--- src/rtl/assert_macros.svh ---
// Assertion helpers shared by the RTL that checks itself.
`ifndef ASSERT_MACROS_SVH
`define ASSERT_MACROS_SVH

// Same-cycle implication, sampled on the rising clock edge outside reset.
`define ASSERT_IMPLIES(lbl, clk, rst, ante, cons, msg) \
   lbl: assert property (@(posedge clk) disable iff (rst) (ante) |-> (cons)) else $error(msg);

// Next-cycle implication, sampled on the rising clock edge outside reset.
`define ASSERT_NEXT(lbl, clk, rst, ante, cons, msg) \
   lbl: assert property (@(posedge clk) disable iff (rst) (ante) |=> (cons)) else $error(msg);

`endif

--- src/rtl/ifr_pkg.sv ---
`default_nettype none

package ifr_pkg;

   localparam int MAX_PAYLOAD = 1024;
   localparam int CNT_W       = $clog2(MAX_PAYLOAD + 3);
   localparam int LEN_W       = 11;
   localparam int FIFO_DEPTH  = 4;
   localparam int PTR_W       = $clog2(FIFO_DEPTH);
   localparam int FILL_W      = $clog2(FIFO_DEPTH + 1);
   localparam int CSR_IDX_W   = 3;

   localparam logic [CSR_IDX_W-1:0] CSR_FLAG      = 3'd0;
   localparam logic [CSR_IDX_W-1:0] CSR_ESCAPE    = 3'd1;
   localparam logic [CSR_IDX_W-1:0] CSR_ESC_FLAG  = 3'd2;
   localparam logic [CSR_IDX_W-1:0] CSR_ESC_ESC   = 3'd3;
   localparam logic [CSR_IDX_W-1:0] CSR_ADDRESS   = 3'd4;
   localparam logic [CSR_IDX_W-1:0] CSR_CTRL_ZERO = 3'd5;
   localparam logic [CSR_IDX_W-1:0] CSR_CTRL_ONE  = 3'd6;

   typedef enum logic [2:0] {
      PH_WAIT = 3'd0,
      PH_FLAG = 3'd1,
      PH_ADDR = 3'd2,
      PH_CTRL = 3'd3,
      PH_DATA = 3'd4
   } phase_type;

   typedef enum logic [1:0] {
      EV_DATA   = 2'd0,
      EV_GOOD   = 2'd1,
      EV_REJECT = 2'd2,
      EV_DUP    = 2'd3
   } event_type;

   typedef struct packed {
      logic [7:0] flag_byte;
      logic [7:0] escape_byte;
      logic [7:0] escaped_flag_code;
      logic [7:0] escaped_escape_code;
      logic [7:0] address_value;
      logic [7:0] control_zero;
      logic [7:0] control_one;
   } config_type;

   typedef struct packed {
      event_type        event_res;
      logic [7:0]       data_byte;
      logic             reply_number;
      logic [LEN_W-1:0] payload_length;
      logic             last;
   } result_type;

   typedef struct packed {
      logic [FILL_W-1:0] fill;
      logic              room;
   } fifo_status_type;

   function automatic result_type make_data(input logic [7:0] value);
      result_type r;
      r = '0;
      r.event_res = EV_DATA;
      r.data_byte = value;
      return r;
   endfunction

   function automatic logic [CNT_W-1:0] inc_sat(input logic [CNT_W-1:0] cnt);
      logic [CNT_W-1:0] r;
      r = cnt;
      if (cnt < CNT_W'(MAX_PAYLOAD + 2)) begin
         r = cnt + CNT_W'(1);
      end
      return r;
   endfunction

endpackage

`default_nettype wire

--- src/rtl/ifr_channels.sv ---
`default_nettype none

interface ifr_req_chan;
   logic       valid;
   logic       ready;
   logic [7:0] rx_byte;
   modport source (output valid, output rx_byte, input ready);
   modport sink (input valid, input rx_byte, output ready);
endinterface

interface ifr_rsp_chan;
   logic                     valid;
   logic                     ready;
   logic [1:0]               event_res;
   logic [7:0]               data_byte;
   logic                     reply_number;
   logic [ifr_pkg::LEN_W-1:0] payload_length;
   logic                     last;
   modport source (output valid, output event_res, output data_byte, output reply_number,
                   output payload_length, output last, input ready);
   modport sink (input valid, input event_res, input data_byte, input reply_number,
                 input payload_length, input last, output ready);
endinterface

`default_nettype wire

--- src/rtl/ifr_decoder.sv ---
`default_nettype none

// Frame state machine: one received byte per accepted transaction, up to two results.
module ifr_decoder (
   input  wire                  clock,
   input  wire                  reset,
   input  wire                  accept,
   input  wire [7:0]            rx_byte,
   input  wire ifr_pkg::config_type cfg,
   output logic [1:0]           res_count,
   output ifr_pkg::result_type  res0,
   output ifr_pkg::result_type  res1
);

   ifr_pkg::phase_type          phase_ff, phase_in;
   logic                        expected_ff, expected_in;
   logic                        esc_ff, esc_in;
   logic [7:0]                  held_ff, held_in;
   logic                        held_valid_ff, held_valid_in;
   logic [7:0]                  check_ff, check_in;
   logic [ifr_pkg::CNT_W-1:0]   count_ff, count_in;

   logic [7:0]                  accept_ctrl;
   logic [7:0]                  dup_ctrl;
   logic                        frame_good;
   logic [ifr_pkg::CNT_W-1:0]   count_less_one;

   assign accept_ctrl    = expected_ff ? cfg.control_zero : cfg.control_one;
   assign dup_ctrl       = expected_ff ? cfg.control_one : cfg.control_zero;
   assign count_less_one = count_ff - ifr_pkg::CNT_W'(1);
   assign frame_good     = (check_ff == 8'd0) && (count_ff >= ifr_pkg::CNT_W'(2))
                           && (count_ff <= ifr_pkg::CNT_W'(ifr_pkg::MAX_PAYLOAD + 1));

   always_comb begin
      phase_in      = phase_ff;
      expected_in   = expected_ff;
      esc_in        = esc_ff;
      held_in       = held_ff;
      held_valid_in = held_valid_ff;
      check_in      = check_ff;
      count_in      = count_ff;
      res_count     = 2'd0;
      res0          = '0;
      res1          = '0;

      if (accept) begin
         unique case (phase_ff)
            ifr_pkg::PH_FLAG: begin
               if (rx_byte == cfg.address_value) begin
                  phase_in = ifr_pkg::PH_ADDR;
               end else if (rx_byte != cfg.flag_byte) begin
                  phase_in = ifr_pkg::PH_WAIT;
               end
            end
            ifr_pkg::PH_ADDR: begin
               if (rx_byte == accept_ctrl) begin
                  phase_in = ifr_pkg::PH_CTRL;
               end else if (rx_byte == dup_ctrl) begin
                  res_count          = 2'd1;
                  res0.event_res     = ifr_pkg::EV_DUP;
                  res0.reply_number  = ~expected_ff;
                  phase_in           = ifr_pkg::PH_WAIT;
               end else if (rx_byte == cfg.flag_byte) begin
                  phase_in = ifr_pkg::PH_FLAG;
               end else begin
                  phase_in = ifr_pkg::PH_WAIT;
               end
            end
            ifr_pkg::PH_CTRL: begin
               if (rx_byte == (cfg.address_value ^ accept_ctrl)) begin
                  phase_in      = ifr_pkg::PH_DATA;
                  esc_in        = 1'b0;
                  held_in       = 8'd0;
                  held_valid_in = 1'b0;
                  check_in      = 8'd0;
                  count_in      = '0;
               end else if (rx_byte == cfg.flag_byte) begin
                  phase_in = ifr_pkg::PH_FLAG;
               end else begin
                  phase_in = ifr_pkg::PH_WAIT;
               end
            end
            ifr_pkg::PH_DATA: begin
               if (esc_ff) begin
                  esc_in        = 1'b0;
                  held_valid_in = 1'b1;
                  if (held_valid_ff) begin
                     res_count = 2'd1;
                     res0      = ifr_pkg::make_data(held_ff);
                  end
                  if (rx_byte == cfg.escaped_flag_code) begin
                     held_in  = cfg.flag_byte;
                     check_in = check_ff ^ cfg.flag_byte;
                     count_in = ifr_pkg::inc_sat(count_ff);
                  end else if (rx_byte == cfg.escaped_escape_code) begin
                     held_in  = cfg.escape_byte;
                     check_in = check_ff ^ cfg.escape_byte;
                     count_in = ifr_pkg::inc_sat(count_ff);
                  end else begin
                     // Unknown code: the escape byte itself and this byte are both payload.
                     if (held_valid_ff) begin
                        res_count = 2'd2;
                        res1      = ifr_pkg::make_data(cfg.escape_byte);
                     end else begin
                        res_count = 2'd1;
                        res0      = ifr_pkg::make_data(cfg.escape_byte);
                     end
                     held_in  = rx_byte;
                     check_in = check_ff ^ cfg.escape_byte ^ rx_byte;
                     count_in = ifr_pkg::inc_sat(ifr_pkg::inc_sat(count_ff));
                  end
               end else if (rx_byte == cfg.flag_byte) begin
                  res_count         = 2'd1;
                  res0.reply_number = expected_ff;
                  if (frame_good) begin
                     res0.event_res      = ifr_pkg::EV_GOOD;
                     res0.payload_length = ifr_pkg::LEN_W'(count_less_one);
                     expected_in         = ~expected_ff;
                  end else begin
                     res0.event_res = ifr_pkg::EV_REJECT;
                  end
                  phase_in      = ifr_pkg::PH_WAIT;
                  esc_in        = 1'b0;
                  held_in       = 8'd0;
                  held_valid_in = 1'b0;
                  check_in      = 8'd0;
                  count_in      = '0;
               end else if (rx_byte == cfg.escape_byte) begin
                  esc_in = 1'b1;
               end else begin
                  if (held_valid_ff) begin
                     res_count = 2'd1;
                     res0      = ifr_pkg::make_data(held_ff);
                  end
                  held_in       = rx_byte;
                  held_valid_in = 1'b1;
                  check_in      = check_ff ^ rx_byte;
                  count_in      = ifr_pkg::inc_sat(count_ff);
               end
            end
            default: begin
               phase_in = ifr_pkg::PH_WAIT;
               if (rx_byte == cfg.flag_byte) begin
                  phase_in      = ifr_pkg::PH_FLAG;
                  esc_in        = 1'b0;
                  held_in       = 8'd0;
                  held_valid_in = 1'b0;
                  check_in      = 8'd0;
                  count_in      = '0;
               end
            end
         endcase
      end

      if (res_count == 2'd1) begin
         res0.last = 1'b1;
      end else if (res_count == 2'd2) begin
         res1.last = 1'b1;
      end
   end

   always_ff @(posedge clock) begin
      if (reset) begin
         phase_ff      <= ifr_pkg::PH_WAIT;
         expected_ff   <= 1'b0;
         esc_ff        <= 1'b0;
         held_ff       <= 8'd0;
         held_valid_ff <= 1'b0;
         check_ff      <= 8'd0;
         count_ff      <= '0;
      end else begin
         phase_ff      <= phase_in;
         expected_ff   <= expected_in;
         esc_ff        <= esc_in;
         held_ff       <= held_in;
         held_valid_ff <= held_valid_in;
         check_ff      <= check_in;
         count_ff      <= count_in;
      end
   end

endmodule

`default_nettype wire

--- src/rtl/ifr_result_fifo.sv ---
`default_nettype none

// Small result queue: takes zero, one or two results per cycle, gives one per pop while non-empty.
module ifr_result_fifo (
   input  wire                      clock,
   input  wire                      reset,
   input  wire [1:0]                push_count,
   input  wire ifr_pkg::result_type push0,
   input  wire ifr_pkg::result_type push1,
   input  wire                      pop,
   output ifr_pkg::result_type      head,
   output logic                     head_valid,
   output ifr_pkg::fifo_status_type status
);

   ifr_pkg::result_type           mem [ifr_pkg::FIFO_DEPTH];
   logic [ifr_pkg::PTR_W-1:0]     wr_ff, wr_in;
   logic [ifr_pkg::PTR_W-1:0]     rd_ff, rd_in;
   logic [ifr_pkg::FILL_W-1:0]    fill_ff, fill_in;
   logic                          do_pop;

   assign head_valid  = (fill_ff != '0);
   assign head        = mem[rd_ff];
   assign do_pop      = pop && head_valid;
   assign status.fill = fill_ff;
   // Room for the largest burst one transaction can cause.
   assign status.room = (fill_ff <= ifr_pkg::FILL_W'(ifr_pkg::FIFO_DEPTH - 2));

   always_comb begin
      wr_in   = wr_ff + ifr_pkg::PTR_W'(push_count);
      rd_in   = rd_ff + ifr_pkg::PTR_W'(do_pop);
      fill_in = fill_ff + ifr_pkg::FILL_W'(push_count) - ifr_pkg::FILL_W'(do_pop);
   end

   always_ff @(posedge clock) begin
      if (reset) begin
         wr_ff   <= '0;
         rd_ff   <= '0;
         fill_ff <= '0;
      end else begin
         wr_ff   <= wr_in;
         rd_ff   <= rd_in;
         fill_ff <= fill_in;
      end
      if (push_count != 2'd0) begin
         mem[wr_ff] <= push0;
      end
      if (push_count == 2'd2) begin
         mem[wr_ff + ifr_pkg::PTR_W'(1)] <= push1;
      end
   end

endmodule

`default_nettype wire

--- src/rtl/info_frame_receiver.sv ---
// Information-frame receiver for a flag-delimited, byte-stuffed link.
// The req channel carries one received link byte per transaction (rx_byte).
// The rsp channel carries results: destuffed payload bytes (event 0), and at
// the closing flag a frame-good (1) or rejected (2, bad check or length) event, or a
// duplicate event (3) at the control byte of a repeated frame.
// One input byte causes zero, one or two results; last marks the final one.
// A result is presented on rsp in the cycle after the byte's transaction
// when no earlier result is still waiting in the queue.
// Throughput: one byte per cycle while each byte gives at most one result and
// the consumer keeps up; a byte that gives two results has both held by the
// four-entry result queue until the rsp side takes them.
// req ready is high whenever the queue has room for two results, so a new byte
// is taken while earlier results still wait to be read.
// When the consumer stalls, the queue fills and req ready drops once three or
// four results are buffered; nothing is lost or reordered.
// Reset (synchronous, active high) returns the frame logic to waiting for an
// opening flag, clears the sequence bit, empties the queue and loads the
// default link bytes into the configuration registers.
// Configuration registers are written through csr_we/csr_index/csr_wdata; the user
// must do so only while no transaction is in flight, which the block does not enforce.
`default_nettype none
`include "assert_macros.svh"

module info_frame_receiver (
   input  wire                            clock,
   input  wire                            reset,
   ifr_req_chan.sink                      req_chan,
   ifr_rsp_chan.source                    rsp_chan,
   input  wire                            csr_we,
   input  wire [ifr_pkg::CSR_IDX_W-1:0]   csr_index,
   input  wire [7:0]                      csr_wdata
);

   ifr_pkg::config_type       cfg_ff, cfg_in;
   logic                      req_accept;
   logic [1:0]                res_count;
   ifr_pkg::result_type       res0;
   ifr_pkg::result_type       res1;
   ifr_pkg::result_type       head;
   logic                      head_valid;
   ifr_pkg::fifo_status_type  fifo_status;

   // Configuration registers.
   always_comb begin
      cfg_in = cfg_ff;
      if (csr_we) begin
         unique case (csr_index)
            ifr_pkg::CSR_FLAG:      cfg_in.flag_byte           = csr_wdata;
            ifr_pkg::CSR_ESCAPE:    cfg_in.escape_byte         = csr_wdata;
            ifr_pkg::CSR_ESC_FLAG:  cfg_in.escaped_flag_code   = csr_wdata;
            ifr_pkg::CSR_ESC_ESC:   cfg_in.escaped_escape_code = csr_wdata;
            ifr_pkg::CSR_ADDRESS:   cfg_in.address_value       = csr_wdata;
            ifr_pkg::CSR_CTRL_ZERO: cfg_in.control_zero        = csr_wdata;
            ifr_pkg::CSR_CTRL_ONE:  cfg_in.control_one         = csr_wdata;
            default:                cfg_in = cfg_ff;
         endcase
      end
   end

   always_ff @(posedge clock) begin
      if (reset) begin
         cfg_ff.flag_byte           <= 8'd126;
         cfg_ff.escape_byte         <= 8'd125;
         cfg_ff.escaped_flag_code   <= 8'd94;
         cfg_ff.escaped_escape_code <= 8'd93;
         cfg_ff.address_value       <= 8'd3;
         cfg_ff.control_zero        <= 8'd0;
         cfg_ff.control_one         <= 8'd64;
      end else begin
         cfg_ff <= cfg_in;
      end
   end

   // A byte is taken whenever the result queue can hold its worst case.
   assign req_chan.ready = fifo_status.room;
   assign req_accept     = req_chan.valid && fifo_status.room;

   ifr_decoder u_decoder (
      .clock     (clock),
      .reset     (reset),
      .accept    (req_accept),
      .rx_byte   (req_chan.rx_byte),
      .cfg       (cfg_ff),
      .res_count (res_count),
      .res0      (res0),
      .res1      (res1)
   );

   ifr_result_fifo u_fifo (
      .clock      (clock),
      .reset      (reset),
      .push_count (res_count),
      .push0      (res0),
      .push1      (res1),
      .pop        (rsp_chan.ready),
      .head       (head),
      .head_valid (head_valid),
      .status     (fifo_status)
   );

   assign rsp_chan.valid          = head_valid;
   assign rsp_chan.event_res      = head.event_res;
   assign rsp_chan.data_byte      = head.data_byte;
   assign rsp_chan.reply_number   = head.reply_number;
   assign rsp_chan.payload_length = head.payload_length;
   assign rsp_chan.last           = head.last;

   // The queue never holds more than its depth.
   `ASSERT_IMPLIES(a_fill_bound, clock, reset, 1'b1,
                   fifo_status.fill <= ifr_pkg::FILL_W'(ifr_pkg::FIFO_DEPTH),
                   "result queue overflow")

   // Frame events are always the final result of their byte.
   `ASSERT_IMPLIES(a_event_last, clock, reset,
                   rsp_chan.valid && (head.event_res != ifr_pkg::EV_DATA),
                   rsp_chan.last, "frame event not marked last")

   // Payload results carry no reply number and no length.
   `ASSERT_IMPLIES(a_data_clean, clock, reset,
                   rsp_chan.valid && (head.event_res == ifr_pkg::EV_DATA),
                   !rsp_chan.reply_number && (rsp_chan.payload_length == '0),
                   "payload result with reply fields set")

   // An accepted byte that causes results makes the queue non-empty next cycle.
   `ASSERT_NEXT(a_push_visible, clock, reset,
                req_accept && (res_count != 2'd0), rsp_chan.valid,
                "pushed result not visible")

endmodule

`default_nettype wire
--- src/flat_wrapper.sv ---
// flat-port wrapper written by rule: the top's interface ports become plain ports
module info_frame_receiver_flat 
  (clock, reset, csr_we, csr_index, csr_wdata, req_chan_valid, req_chan_rx_byte, req_chan_ready, rsp_chan_valid, rsp_chan_event_res, rsp_chan_data_byte, rsp_chan_reply_number, rsp_chan_payload_length, rsp_chan_last, rsp_chan_ready);
  ifr_req_chan req_chan_i ();
  ifr_rsp_chan rsp_chan_i ();
  input  wire clock;
  input  wire reset;
  input  wire csr_we;
  input  wire [ifr_pkg::CSR_IDX_W-1:0] csr_index;
  input  wire [7:0] csr_wdata;
  input wire logic [$bits(req_chan_i.valid)-1:0] req_chan_valid;
  input wire logic [$bits(req_chan_i.rx_byte)-1:0] req_chan_rx_byte;
  output wire logic [$bits(req_chan_i.ready)-1:0] req_chan_ready;
  output wire logic [$bits(rsp_chan_i.valid)-1:0] rsp_chan_valid;
  output wire logic [$bits(rsp_chan_i.event_res)-1:0] rsp_chan_event_res;
  output wire logic [$bits(rsp_chan_i.data_byte)-1:0] rsp_chan_data_byte;
  output wire logic [$bits(rsp_chan_i.reply_number)-1:0] rsp_chan_reply_number;
  output wire logic [$bits(rsp_chan_i.payload_length)-1:0] rsp_chan_payload_length;
  output wire logic [$bits(rsp_chan_i.last)-1:0] rsp_chan_last;
  input wire logic [$bits(rsp_chan_i.ready)-1:0] rsp_chan_ready;
  assign req_chan_i.valid = req_chan_valid;
  assign req_chan_i.rx_byte = req_chan_rx_byte;
  assign req_chan_ready = req_chan_i.ready;
  assign rsp_chan_valid = rsp_chan_i.valid;
  assign rsp_chan_event_res = rsp_chan_i.event_res;
  assign rsp_chan_data_byte = rsp_chan_i.data_byte;
  assign rsp_chan_reply_number = rsp_chan_i.reply_number;
  assign rsp_chan_payload_length = rsp_chan_i.payload_length;
  assign rsp_chan_last = rsp_chan_i.last;
  assign rsp_chan_i.ready = rsp_chan_ready;
  info_frame_receiver u_core (.clock(clock), .reset(reset), .req_chan(req_chan_i), .rsp_chan(rsp_chan_i), .csr_we(csr_we), .csr_index(csr_index), .csr_wdata(csr_wdata));
endmodule
--- config.mk ---
export PLATFORM = sky130hd
export DESIGN_NAME = info_frame_receiver_flat
export DESIGN_NICKNAME = d
export VERILOG_FILES = /design/src/rtl/ifr_pkg.sv /design/src/rtl/ifr_channels.sv /design/src/rtl/ifr_decoder.sv /design/src/rtl/ifr_result_fifo.sv /design/src/rtl/info_frame_receiver.sv /design/src/flat_wrapper.sv
export VERILOG_INCLUDE_DIRS = /design/src /design/src/rtl
export SDC_FILE = /design/constraint.sdc
export NUM_CORES = 1
export LEC_CHECK = 0
export BUFFER_PORTS_ARGS = -buffer_cell sky130_fd_sc_hd__buf_2
export CORE_MARGIN = 3
export CORE_UTILIZATION = 40
export CTS_CLUSTER_DIAMETER = 30
export DETAILED_ROUTE_END_ITERATION = 16
export RECOVER_POWER = 100
export REMOVE_ABC_BUFFERS = 1
export SLEW_MARGIN = 20
export SYNTH_ARGS = -nofsm -noshare
export SYNTH_HDL_FRONTEND = slang
export SYNTH_HIERARCHICAL = 1
export SYNTH_SLANG_ARGS = --single-unit
--- constraint.sdc ---
create_clock -name clock -period 13.6 [get_ports clock]
set_clock_uncertainty 0.15 [all_clocks]
set_input_delay 2.04 -clock clock [delete_from_list [all_inputs] [get_ports clock]]
set_output_delay 2.04 -clock clock [all_outputs]
set_load 0.02 [all_outputs]
; Yosys cells after proc, flatten, opt, wreduce, memory -nomap -nowiden
; Memories as Yosys holds them, arrays and structs flattened. A register that Yosys moved wholly into a read port is not among the register bits.
; Cells that the tools add are included.
[totals]
reg_bits = 96
ramBits = 92
inputBits = 24
output_inout_bits = 25
wordCells = 182
n_memories = 1
[mem_list]
columns = memory, depth, width, read_ports, rd_ports_with_merged_regs, wr, line_no
row1 = u_core.u_fifo.mem, 4, 23, 1, 1, 2, ifr_result_fifo.sv:16  ; ifr_pkg::result_type mem [ifr_pkg::FIFO_DEPTH];
[classes]
n_addsub = 8
order_cmp = 5
eq_ne = 26
mux = 96
bitwise = 8
reduce_logical = 21
[ops]
columns = op, n
row1 = $mux 21, 11
row2 = $mux 11, 15
row3 = $mux 8, 16
row4 = $eq 8x8->1, 8
row5 = $pmux 8 s3, 2
row6 = $mux 23, 2
row7 = $xor 8x8->8, 5
row8 = $pmux 11 s3, 1
row9 = $mux 1, 24
row10 = $mux 12, 2
row11 = $add 11x1->11 const B, 2
row12 = $lt 11x11->1 const B, 2
row13 = $mux 3, 7
row14 = $mux 2, 10
row15 = $reduce_and 2->1, 7
row16 = $eq 3x2->1 const B, 4
row17 = $eq 3x3->1 const B, 4
row18 = $pmux 3 s4, 1
row19 = $ge 11x2->1 const B, 1
row20 = $le 11x11->1 const B, 1
row21 = $sub 11x1->11 const B, 1
row22 = $reduce_and 5->1, 2
row23 = $logic_not 8->1, 1
row24 = $ne 8x8->1, 1
row25 = 22 further kinds, 34

; Longest topological paths before layout
; Gate-level depths: netlist of the first run.
[logic_depth]
depth_word = 13
mapped_depth = 16
ltp_nobuf = 13

; Modules after synthesis
; Netlist of the first run, hierarchy kept.
[by_module_without_submodules]
columns = module, n_inst, cells_per_inst, area_each_um2, seq_area_each_um2
row1 = ifr_result_fifo, 1, 271, 4947.2, 2902.8
row2 = ifr_decoder, 1, 564, 4281.6, 660.6
row3 = info_frame_receiver, 1, 214, 2257.2, 1121.1

; Worst setup path before layout of the first run
; OpenSTA, ideal clock, no wires.
[synth_timing]
kind = input to register
start = in req_chan_rx_byte[0]
end = mem u_core/u_fifo/mem[0][0] (netlist name) (enable)
setup_time_ps = 411
arrival_ps = 5766
required_ps = 13039
slack_ps = 7274
cell_stages = 13
n_path_buf = 3
path_cell_list = buf_4 -> xnor2_1 -> nand4_1 -> nor2_2 -> inv_1 -> buf_2 -> buf_1 -> ha_1 -> mux2i_1 -> a221o_1 -> a21oi_1 -> nor2_1 -> a21oi_1
[synth_rtl]
columns = element, line_no
row1 = start: declaration, flat_wrapper.sv:12  ; input wire logic [$bits(req_chan_i.rx_byte)-1:0] req_chan_rx_byte;
row2 = end: declaration, ifr_result_fifo.sv:16

==> summary.json, run 1 <==
{
  "synth_cell_types": {"value": 79},
  "synth_seq_cells": {"value": 188},
  "timing_hold_violations_final": {"value": 0},
  "setup_fix_buffers_added_after_clock_tree_synthesis": {"value": 0},
  "path_class": {"value": "in -> reg"},
  "yosysWarnings": {"value": 6},
  "final_layout_size_suffix_gt1_share": {"value": 18.2, "unit": "%"},
  "synth_top_cells_by_area": {"value": "edfxtp_1 (24%), dfxtp_1 (17%), mux2_2 (8.5%), mux2i_1 (6.8%), mux4_2 (4.5%)"},
  "ys.flop_type": {"value": "dfxtp_1"},
  "grt_start_max_net_pins": {"value": 50},
  "rd_place_congestion": {"value": 0.858},
  "post-synth-top-area-cell": {"value": "edfxtp_1"},
  "avgRoutedWirePerCell": {"value": 18.9, "unit": "um"},
  "setup_slack": {"value": 6190, "unit": "ps"},
  "hold_path.class": {"value": "reg -> reg"},
  "violations": {"value": "max-capacitance violations, max-slew violations"},
  "setup.worst_path.end_class": {"value": "flop"},
  "post_cts_hold_buffer_count": {"value": 0},
  "grt_util_all_layers": {"value": 17.6, "unit": "%"},
  "tritoncts": {"value": "built"},
  "die_w": {"value": 175, "unit": "um"},
  "synth_area": {"value": 11500, "unit": "um^2"},
  "slew-limit-headroom": {"value": -39.5, "unit": "%"},
  "timing.hold.ws": {"value": 317, "unit": "ps"},
  "crit_path_end": {"value": "u_core/u_fifo/mem[0][18]"},
  "timing.critical_path.arrival": {"value": 7450, "unit": "ps"},
  "floorplan.initialDensity": {"value": 41.0, "unit": "%"},
  "core_footprint": {"value": 28000, "unit": "um^2"},
  "max_cap_viols": {"value": 9},
  "tightestPinTransition": {"value": 2090, "unit": "ps"},
  "area_growth_syn_to_layout": {"value": 7.03, "unit": "%"},
  "grt_setup_unrepaired": {"value": "false"},
  "worstRegToRegCells": {"value": 11},
  "number_of_pins_exceeding_their_max_slew_limit_in_the_final_report": {"value": 250},
  "synth_seq_area_share": {"value": 40.8, "unit": "%"},
  "cts.htree.levels": {"value": 4},
  "avgSynthCellArea": {"value": 10.9, "unit": "um^2"},
  "viasPerCell": {"value": 5.52},
  "critical_path.startpoint": {"value": "req_chan_rx_byte[3]"},
  "drc": {"value": 0},
  "total_of_endpoints_with_negative_setup_slack_in_the_final_report": {"value": 0},
  "first_pass_iters": {"value": 5},
  "totalPowerFinal": {"value": 1.33, "unit": "mW"},
  "standard_cell_row_count": {"value": 61},
  "final-instance-count-excl-fill": {"value": 1438},
  "achievable-frequency": {"value": 135, "unit": "MHz"},
  "num_vias": {"value": 7935},
  "clock_latency_at_the_later_pin_of_the_worst_skew_pair": {"value": 440, "unit": "ps"},
  "dp.cells": {"value": 1406},
  "peakVddDrop": {"value": 81.9, "unit": "uV"},
  "pwrdens": {"value": 108, "unit": "nW/um^2"},
  "cp_max_fo": {"value": 23},
  "final_min_period_over_clock_period": {"value": 54.5, "unit": "%"},
  "route.final.wire_length": {"value": 27200, "unit": "um"},
  "leakage": {"value": 4.51, "unit": "nW"},
  "cts.root.buffer_cell": {"value": "clkbuf_16"},
  "final_nets": {"value": 1081},
  "ctsResizeCount": {"value": 0},
  "critical_path.reg2reg.startpoint": {"value": "u_core/cfg_ff[25]"},
  "dp_hpwl": {"value": 18200, "unit": "um"},
  "critPathLaunchType": {"value": "input port"},
  "register_area": {"value": 4680, "unit": "um^2"},
  "floorplan.die_area": {"value": 30800, "unit": "um^2"},
  "netlist.area_leader.share": {"value": 24.1, "unit": "%"},
  "ys_async_sr_fraction": {"value": 0, "unit": "%"},
  "ant_nets": {"value": 0},
  "placement.setup.worst_slack": {"value": 7200, "unit": "ps"},
  "antenna_violations_before_repair": {"value": 0},
  "postSynthCellCount": {"value": 1049},
  "tritoncts.num_buffers": {"value": 17},
  "number_of_enable_type_register_cells_in_the_synthesized_netlist": {"value": 92},
  "globalRoute.totalOverflow": {"value": 0},
  "cts_buffer_depth": {"value": 2},
  "tns": {"value": 0, "unit": "ps"},
  "io_buffers": {"value": 48},
  "num_io_pins": {"value": 49},
  "grt_first_pass_wirelength": {"value": 43200, "unit": "um"},
  "cts_num_sinks": {"value": 188},
  "grt_pass1_vias": {"value": 7703},
  "r2r-end": {"value": "u_core/u_fifo/mem[0][18]"},
  "num-fill-cells": {"value": 2695},
  "clkTransAtPathRegs": {"value": 70, "unit": "ps"},
  "multi_input_gate_area": {"value": 6170, "unit": "um^2"},
  "status": {"value": "complete, but fails checks"},
  "timing.reg2reg.setup_slack": {"value": 8070, "unit": "ps"},
  "die_y": {"value": 175, "unit": "um"},
  "finalWorstPathRequiredPeriod": {"value": 7410, "unit": "ps"},
  "required": {"value": 13640, "unit": "ps"},
  "num_antenna_cells": {"value": 0},
  "drt_iter0_markers": {"value": 615}
}
layout make-up:
cell class | count | share of cell area [%]
well taps | 378 | 3.85
inverters | 17 | 0.519
multi-input cells | 760 | 50.2
clock inverters | 15 | 1.53
repair buffers | 63 | 2.33
flip-flops and latches | 188 | 38.1
clock buffers | 17 | 3.46
per-stage QoR:
step | util (%) | instance area, um^2
after global placement | 42.1 | 11800
final | 43.9 | 12300
after detailed placement | 42.1 | 11800
after CTS | 44.3 | 12400
after floorplan | - | 10900
after global routing | 43.9 | 12300
synth_stat cells (all sizes together) (6+ instances only):
cell     number
dfxtp        96
mux2         94
edfxtp       92
nor2         86
mux2i        78
buf          69
xnor2        59
nand2b       43
nor3         34
nand2        30
clkbuf       28
xor2         25
mux4         23
o21ai        22
a21oi        18
nor4         18
inv          17
nand3        15
nand4        14
nor2b        14
and2         13
nand3b       12
and3         11
nor4b        10
ha            9
nand4b        9
nor4bb        9
o2bb2ai       9
a211o         8
a211oi        7
a221o         6
or4           6
layout by cell type, fill, tap and decap left out, types with 8 or more instances in the layout:
cell / count
o2bb2ai_1: 9
xnor2_1: 59
a211o_1: 8
nor4_1: 17
nand3_1: 15
inv_1: 17
edfxtp_1: 92
mux2_2: 86
xor2_1: 25
nand3b_1: 12
nand4_1: 13
nand4b_1: 8
mux4_2: 23
nor3_1: 32
mux2i_1: 78
ha_1: 9
nand2_1: 30
clkbuf_1: 35
clkbuf_16: 17
and2_1: 13
nand2b_1: 43
buf_2: 22
nor4b_1: 9
nor2b_1: 13
conb_1: 14
nor4bb_1: 9
nor2_1: 83
o21ai_0: 22
dfxtp_1: 96
a21oi_1: 16
and3_1: 11
metal layers:
| metal | share of wire (%) | routed length [um] | GRT usage, % |
|---|---|---|---|
| met2 | 46 | 12600 | 28.4 |
| met4 | 1.3 | 345 | 4.26 |
| met5 | 0 | 0 | 0 |
| met3 | 3.9 | 1070 | 2.49 |
| met1 | 48 | 13200 | 25.2 |
flip-flops by register name (all words and copies together), names as in the netlist, 3 cells and up:
signal and flops:
u_core/cfg_ff 56, u_core/u_decoder/check_ff 8, u_core/u_decoder/count_ff 11, u_core/u_decoder/held_ff 8
u_core/u_decoder/phase_ff 3, u_core/u_fifo/fill_ff 3, u_core/u_fifo/mem 92
logic make-up (layout without fill, tap and decap cells):
group	Yosys count	count (layout)	synth area share, %
and+or+nand+nor	342	342	17.6
muxes	195	195	20.7
DFF	188	188	40.8
buffers and inverters	114	112	5.72
AOI/OAI and AO/OA	113	113	7.24
xor gates and xnor gates	86	86	6.80
adders and majority gates	10	10	1.15
other	1	14	0.0326
worst min path at each step:
| stage | startpoint | endpoint | cells past startpoint |
|---|---|---|---|
| after CTS | u_core/u_decoder/held_ff[3] | u_core/u_decoder/held_ff[3] | 1 |
| after floorplan | u_core/u_decoder/held_ff[0] | u_core/u_decoder/held_ff[0] | 1 |
| after global placement | u_core/u_decoder/held_ff[3] | u_core/u_decoder/held_ff[3] | 1 |
| final | u_core/u_decoder/held_ff[1] | u_core/u_decoder/held_ff[1] | 1 |
| after detailed placement | u_core/u_decoder/held_ff[3] | u_core/u_decoder/held_ff[3] | 1 |
| after global routing | u_core/u_decoder/held_ff[3] | u_core/u_decoder/held_ff[3] | 1 |
worst max-delay path, cell delays in order:
cell,delay (ps)
clkbuf_1,570
xnor2_1,190
nand4_1,140
nor2_1,560
inv_1,570
ha_1,460
mux2i_1,70
a221o_1,390
a21oi_1,700
nand4b_1,200
clkbuf_1,1120
mux2_2,430
power by group:
part           total (mW)  internal [mW]  switching (mW)
registers           0.620          0.597          0.0238
clock network       0.508          0.251           0.257
logic               0.203         0.0923           0.111
total                1.33          0.940           0.392
Power figures use the tool's default switching activity.
==> inputs of run 2 (changes only) <==
==> constraint.sdc (replaced) <==
create_clock -name clock -period 7.52 [get_ports clock]
set_clock_uncertainty 0.15 [all_clocks]
set_input_delay 1.128 -clock clock [delete_from_list [all_inputs] [get_ports clock]]
set_output_delay 1.128 -clock clock [all_outputs]
set_load 0.02 [all_outputs]
==> run 2 against run 1 <==
Combinational power increased by 81%; final cell count unchanged; largest power group unchanged; highest routed layer unchanged; critical path depth is the same; clock-buffer cell count stayed put; the flow still finishes with violations (max-capacitance violations, max-slew violations); sequential share of layout area decreased by 0.15 points.
==> summary.json, run 2 (synthesis gave the netlist of run 1 again) <==
{
  "cts.htree.levels": {"value": 4},
  "totalPowerFinal": {"value": 2.45, "unit": "mW"},
  "grt_setup_unrepaired": {"value": "false"},
  "final_min_period_over_clock_period": {"value": 83.2, "unit": "%"},
  "violations": {"value": "max-capacitance violations, max-slew violations"},
  "num-fill-cells": {"value": 2660},
  "route.final.wire_length": {"value": 27400, "unit": "um"},
  "dp_hpwl": {"value": 18400, "unit": "um"},
  "post_cts_hold_buffer_count": {"value": 0},
  "tightestPinTransition": {"value": 2190, "unit": "ps"},
  "die_y": {"value": 175, "unit": "um"},
  "cts_num_sinks": {"value": 188},
  "tritoncts": {"value": "built"},
  "number_of_pins_exceeding_their_max_slew_limit_in_the_final_report": {"value": 195},
  "clock_latency_at_the_later_pin_of_the_worst_skew_pair": {"value": 450, "unit": "ps"},
  "drt-met1-wl": {"value": 13100, "unit": "um"},
  "top_regs": {"value": "u_core/u_fifo/mem x92, u_core/cfg_ff x56, u_core/u_decoder/count_ff x11"},
  "floorplan.die_area": {"value": 30800, "unit": "um^2"},
  "rd_place_congestion": {"value": 0.854},
  "critical_path.startpoint": {"value": "req_chan_rx_byte[3]"},
  "grt_pass1_vias": {"value": 7802},
  "holdCritStartpoint": {"value": "u_core/u_decoder/held_ff[6]"},
  "peakVddDrop": {"value": 120, "unit": "uV"},
  "final-instance-count-excl-fill": {"value": 1438},
  "cts.root.buffer_cell": {"value": "clkbuf_16"},
  "core_footprint": {"value": 28000, "unit": "um^2"},
  "cp_max_fo": {"value": 23},
  "globalRoute.totalOverflow": {"value": 0},
  "hold_path.class": {"value": "reg -> reg"},
  "leakage": {"value": 4.54, "unit": "nW"},
  "total_of_endpoints_with_negative_setup_slack_in_the_final_report": {"value": 0},
  "area_growth_syn_to_layout": {"value": 7.44, "unit": "%"},
  "first_pass_iters": {"value": 5},
  "finalWorstPathRequiredPeriod": {"value": 6260, "unit": "ps"},
  "final_cell_mix": {"value": "dfxtp_1 (96), edfxtp_1 (92), mux2_2 (87)"},
  "top_layer_used": {"value": "met4"},
  "final_layout_size_suffix_gt1_share": {"value": 19.0, "unit": "%"},
  "cts_buffer_depth": {"value": 2},
  "floorplan.initialDensity": {"value": 41.0, "unit": "%"},
  "grt_first_pass_wirelength": {"value": 44100, "unit": "um"},
  "largest_register_ff_count": {"value": 92},
  "grt_start_max_net_pins": {"value": 50},
  "grt_util_all_layers": {"value": 17.9, "unit": "%"},
  "setup_fix_buffers_added_after_clock_tree_synthesis": {"value": 0},
  "final_nets": {"value": 1081},
  "detailroute.wirelength.met3": {"value": 1340, "unit": "um"},
  "drc": {"value": 0},
  "timing.critical_path.arrival": {"value": 6300, "unit": "ps"},
  "met2RoutedLength": {"value": 12700, "unit": "um"},
  "status": {"value": "complete, but fails checks"},
  "most_common_cell_after_layout_fill_and_taps_aside": {"value": "dfxtp_1"},
  "tns": {"value": 0, "unit": "ps"},
  "standard_cell_row_count": {"value": 61},
  "num_io_pins": {"value": 49},
  "critical_path.reg2reg.startpoint": {"value": "u_core/cfg_ff[25]"},
  "setup.worst_path.end_class": {"value": "flop"},
  "ant_nets": {"value": 0},
  "timing_hold_violations_final": {"value": 0},
  "clkTransAtPathRegs": {"value": 70, "unit": "ps"},
  "antenna_violations_before_repair": {"value": 0},
  "achievable-frequency": {"value": 160, "unit": "MHz"},
  "avgRoutedWirePerCell": {"value": 19.0, "unit": "um"},
  "ctsResizeCount": {"value": 0},
  "multi_input_gate_area": {"value": 6180, "unit": "um^2"},
  "die_w": {"value": 175, "unit": "um"},
  "register_containing_the_most_flip_flops_in_the_final_layout": {"value": "u_core/u_fifo/mem"},
  "io_buffers": {"value": 48},
  "dp.cells": {"value": 1406},
  "num_vias": {"value": 7984},
  "register_area": {"value": 4680, "unit": "um^2"},
  "tritoncts.num_buffers": {"value": 17},
  "path_class": {"value": "in -> reg"},
  "timing.hold.ws": {"value": 315, "unit": "ps"},
  "viasPerCell": {"value": 5.55},
  "slew-limit-headroom": {"value": -46.4, "unit": "%"},
  "fin_util": {"value": 44.1, "unit": "%"},
  "max_cap_viols": {"value": 6},
  "critPathLaunchType": {"value": "input port"},
  "num_antenna_cells": {"value": 0},
  "drt_iter0_markers": {"value": 612},
  "pwrdens": {"value": 199, "unit": "nW/um^2"},
  "required": {"value": 7560, "unit": "ps"}
}
## run 2: cell types whose count changed in the layout (fill, tap and decap cells not counted), moves of 2 or more
cell,change
buf_4,+6
clkbuf_1,-6
clkinv_4,-2
mux2_1,-2
inv_8,+2
## run 2: worst paths after layout
| kind | endpoint | slack (ps) | cells after the start |
|---|---|---|---|
| worst min-delay path | u_core/u_decoder/held_ff[6] | 310 | 1 |
| worst max register to register | u_core/u_fifo/mem[3][16] | 2210 | 11 |
| worst max-delay path | u_core/u_fifo/mem[3][16] | 1260 | 12 |
| worst min register to register | u_core/u_decoder/held_ff[6] | 310 | 1 |
## run 2: stage by stage
stage | instance area (um^2) | setup WS [ps]
floorplan | 10900 | 2400
finish | 12300 | 1260
global placement | 11800 | 1820
CTS | 12400 | 2160
detailed placement | 11800 | 1660
global route | 12300 | 904
## run 2: per-layer routing
layer  global-route usage (%)  up-vias
met3                     2.44       20
met4                     4.26        0
met2                     28.7      205
met5                        0        -
met1                     25.8     3921
li1                         -     3838
## run 2: layout make-up
cell class / instances / area share (%)
Sequential cell: 188 / 38.0
Timing Repair Buffer: 63 / 2.50
Clock inverter: 15 / 1.69
Tap cell: 378 / 3.83
Clock buffer: 17 / 3.45
Inverter: 17 / 0.517
Multi-Input combinational cell: 760 / 50.0
## run 2: power by group
| group | internal (mW) | total [mW] | switching (mW) |
|---|---|---|---|
| sequential | 1.08 | 1.12 | 0.0427 |
| combinational | 0.167 | 0.368 | 0.201 |
| clock | 0.487 | 0.964 | 0.476 |
| total | 1.73 | 2.45 | 0.720 |
## run 2: critical path: stages
cell and delay [ps]:
clkbuf_1 570, xnor2_1 190, nand4_1 130, nor2_1 640, inv_1 610, ha_1 460
mux2i_1 70, a221o_1 390, a21oi_1 670, and4bb_1 260, clkbuf_1 600, mux2_1 550
==> inputs of run 3 (changes only) <==
==> constraint.sdc (replaced) <==
create_clock -name clock -period 6.54 [get_ports clock]
set_clock_uncertainty 0.15 [all_clocks]
set_input_delay 0.981 -clock clock [delete_from_list [all_inputs] [get_ports clock]]
set_output_delay 0.981 -clock clock [all_outputs]
set_load 0.02 [all_outputs]
==> run 3 against run 2 <==
The flow still finishes with violations (max-capacitance violations, max-slew violations); sequential power is 16% higher; die area is the same; utilization is 0.063 points lower; first-iteration DRC count rose by 18%; wire length rose by 1.2%; non-clock buffer count down 3; final cell count shrank 0.21%; via count fell by 0.60%; hold slack gained 8.3 ps; critical path type unchanged; largest cell class unchanged; largest power group unchanged.
==> summary.json, run 3 (synthesis gave the netlist of run 1 again) <==
{
  "placement.setup.worst_slack": {"value": 1280, "unit": "ps"},
  "core_footprint": {"value": 28000, "unit": "um^2"},
  "grt_start_max_net_pins": {"value": 89},
  "largest_register_ff_count": {"value": 92},
  "first_pass_iters": {"value": 5},
  "globalRoute.totalOverflow": {"value": 0},
  "hold_path.class": {"value": "reg -> reg"},
  "tightestPinTransition": {"value": 3470, "unit": "ps"},
  "crit_path_end": {"value": "u_core/u_fifo/mem[0][4]"},
  "setup.worst_path.end_class": {"value": "flop"},
  "timing_hold_violations_final": {"value": 0},
  "clkTransAtPathRegs": {"value": 90, "unit": "ps"},
  "grt_setup_unrepaired": {"value": "false"},
  "pwrdens": {"value": 231, "unit": "nW/um^2"},
  "floorplan.die_area": {"value": 30800, "unit": "um^2"},
  "final_cell_mix": {"value": "dfxtp_1 (94), edfxtp_1 (92), mux2_2 (87)"},
  "achievable-frequency": {"value": 183, "unit": "MHz"},
  "slew-limit-headroom": {"value": -131, "unit": "%"},
  "violations": {"value": "max-capacitance violations, max-slew violations"},
  "num_io_pins": {"value": 49},
  "cts.htree.levels": {"value": 4},
  "io_buffers": {"value": 48},
  "num_antenna_cells": {"value": 0},
  "critical_path.reg2reg.startpoint": {"value": "u_core/cfg_ff[29]"},
  "timing.hold.ws": {"value": 323, "unit": "ps"},
  "timing.critical_path.arrival": {"value": 5510, "unit": "ps"},
  "route.final.wire_length": {"value": 27700, "unit": "um"},
  "most_common_cell_after_layout_fill_and_taps_aside": {"value": "dfxtp_1"},
  "path_class": {"value": "in -> reg"},
  "finalWorstPathRequiredPeriod": {"value": 5470, "unit": "ps"},
  "final-instance-count-excl-fill": {"value": 1435},
  "ctsResizeCount": {"value": 0},
  "clock_latency_at_the_later_pin_of_the_worst_skew_pair": {"value": 440, "unit": "ps"},
  "worstRegToRegCells": {"value": 12},
  "floorplan.initialDensity": {"value": 41.0, "unit": "%"},
  "final_min_period_over_clock_period": {"value": 83.6, "unit": "%"},
  "drc": {"value": 0},
  "die_w": {"value": 175, "unit": "um"},
  "status": {"value": "complete, but fails checks"},
  "grt_pass1_vias": {"value": 7623},
  "die_y": {"value": 175, "unit": "um"},
  "dp.cells": {"value": 1403},
  "required": {"value": 6590, "unit": "ps"},
  "leakage": {"value": 4.55, "unit": "nW"},
  "num_vias": {"value": 7936},
  "tns": {"value": 0, "unit": "ps"},
  "viasPerCell": {"value": 5.53},
  "totalPowerFinal": {"value": 2.85, "unit": "mW"},
  "ant_nets": {"value": 0},
  "register_containing_the_most_flip_flops_in_the_final_layout": {"value": "u_core/u_fifo/mem"},
  "max_cap_viols": {"value": 2},
  "drt_iter0_markers": {"value": 720},
  "grt_util_all_layers": {"value": 18.2, "unit": "%"},
  "grt_first_pass_wirelength": {"value": 44300, "unit": "um"},
  "number_of_pins_exceeding_their_max_slew_limit_in_the_final_report": {"value": 116},
  "cts.root.buffer_cell": {"value": "clkbuf_16"},
  "cts_num_sinks": {"value": 188},
  "tritoncts": {"value": "built"},
  "total_of_endpoints_with_negative_setup_slack_in_the_final_report": {"value": 0},
  "timing.reg2reg.setup_slack": {"value": 1930, "unit": "ps"},
  "rd_place_congestion": {"value": 0.832},
  "setup_fix_buffers_added_after_clock_tree_synthesis": {"value": 0},
  "cp_max_fo": {"value": 21},
  "standard_cell_row_count": {"value": 61},
  "cts_buffer_depth": {"value": 2},
  "critical_path.startpoint": {"value": "req_chan_rx_byte[7]"},
  "tritoncts.num_buffers": {"value": 17},
  "num-fill-cells": {"value": 2698},
  "setup_slack": {"value": 1070, "unit": "ps"},
  "final_nets": {"value": 1078},
  "peakVddDrop": {"value": 132, "unit": "uV"},
  "top_regs": {"value": "u_core/u_fifo/mem x92, u_core/cfg_ff x56, u_core/u_decoder/count_ff x11"},
  "area_growth_syn_to_layout": {"value": 7.29, "unit": "%"},
  "antenna_violations_before_repair": {"value": 0},
  "dp_hpwl": {"value": 19400, "unit": "um"},
  "final_layout_size_suffix_gt1_share": {"value": 19.0, "unit": "%"},
  "avgRoutedWirePerCell": {"value": 19.3, "unit": "um"},
  "post_cts_hold_buffer_count": {"value": 0},
  "critPathLaunchType": {"value": "input port"},
  "r2r-end": {"value": "u_core/u_fifo/mem[0][4]"}
}
==> run 3: cell types whose count changed in the layout (fill, tap and decap cells not counted), sizes merged <==
| cell | change |
|---|---|
| inv | +3 |
| clkbuf | -2 |
| clkinvlp | -1 |
| buf | -1 |
| clkinv | -2 |
==> run 3: layout make-up <==
cell class                      count  area (um^2)  area share (%)
Clock buffer                       17          425            3.45
Timing Repair Buffer               60          292            2.37
Clock inverter                     15          218            1.77
Multi-Input combinational cell    760         6160            50.0
Sequential cell                   188         4690            38.0
Inverter                           17         63.8           0.518
Tap cell                          378          473            3.84
==> run 3: layer usage <==
| metal | GRT usage (%) | routed length, um | vias to the layer above |
|---|---|---|---|
| li1 | - | - | 3842 |
| met4 | 4.32 | 316 | 0 |
| met3 | 2.98 | 1120 | 18 |
| met5 | 0 | 0 | - |
| met1 | 26.9 | 13500 | 3882 |
| met2 | 27.9 | 12800 | 194 |
==> run 3: how the worst min path moves through the flow <==
stage | start | end | slack, ps | cells past startpoint
2_1_floorplan | u_core/u_decoder/held_ff[0] | u_core/u_decoder/held_ff[0] | 280 | 1
3_3_place_gp | u_core/u_decoder/held_ff[2] | u_core/u_decoder/held_ff[2] | 300 | 1
3_5_place_dp | u_core/u_decoder/held_ff[6] | u_core/u_decoder/held_ff[6] | 300 | 1
4_1_cts | u_core/u_decoder/held_ff[6] | u_core/u_decoder/held_ff[6] | 320 | 1
5_1_grt | u_core/u_decoder/held_ff[6] | u_core/u_decoder/held_ff[6] | 340 | 1
6_report | u_core/u_decoder/held_ff[6] | u_core/u_decoder/held_ff[6] | 320 | 1
==> run 3: where the power goes <==
group          internal (mW)  total [mW]  switching (mW)
Clock                  0.570        1.13           0.557
Sequential              1.24        1.30          0.0549
Combinational          0.192       0.426           0.234
==> run 3: critical path: stages <==
cell	delay [ps]
clkbuf_1	630
xnor2_1	190
nand4_1	120
nor2_1	590
inv_1	550
ha_1	430
mux2i_1	130
a221o_1	190
a21oi_1	70
buf_4	180
nand4b_1	680
buf_4	460
mux2_2	290
==> run 3: per-stage QoR <==
stage,util (%),area [um^2]
after detailed placement,42.0,11800
after CTS,44.3,12400
after floorplan,-,10900
after global routing,44.0,12300
after global placement,42.0,11800
final,44.0,12300
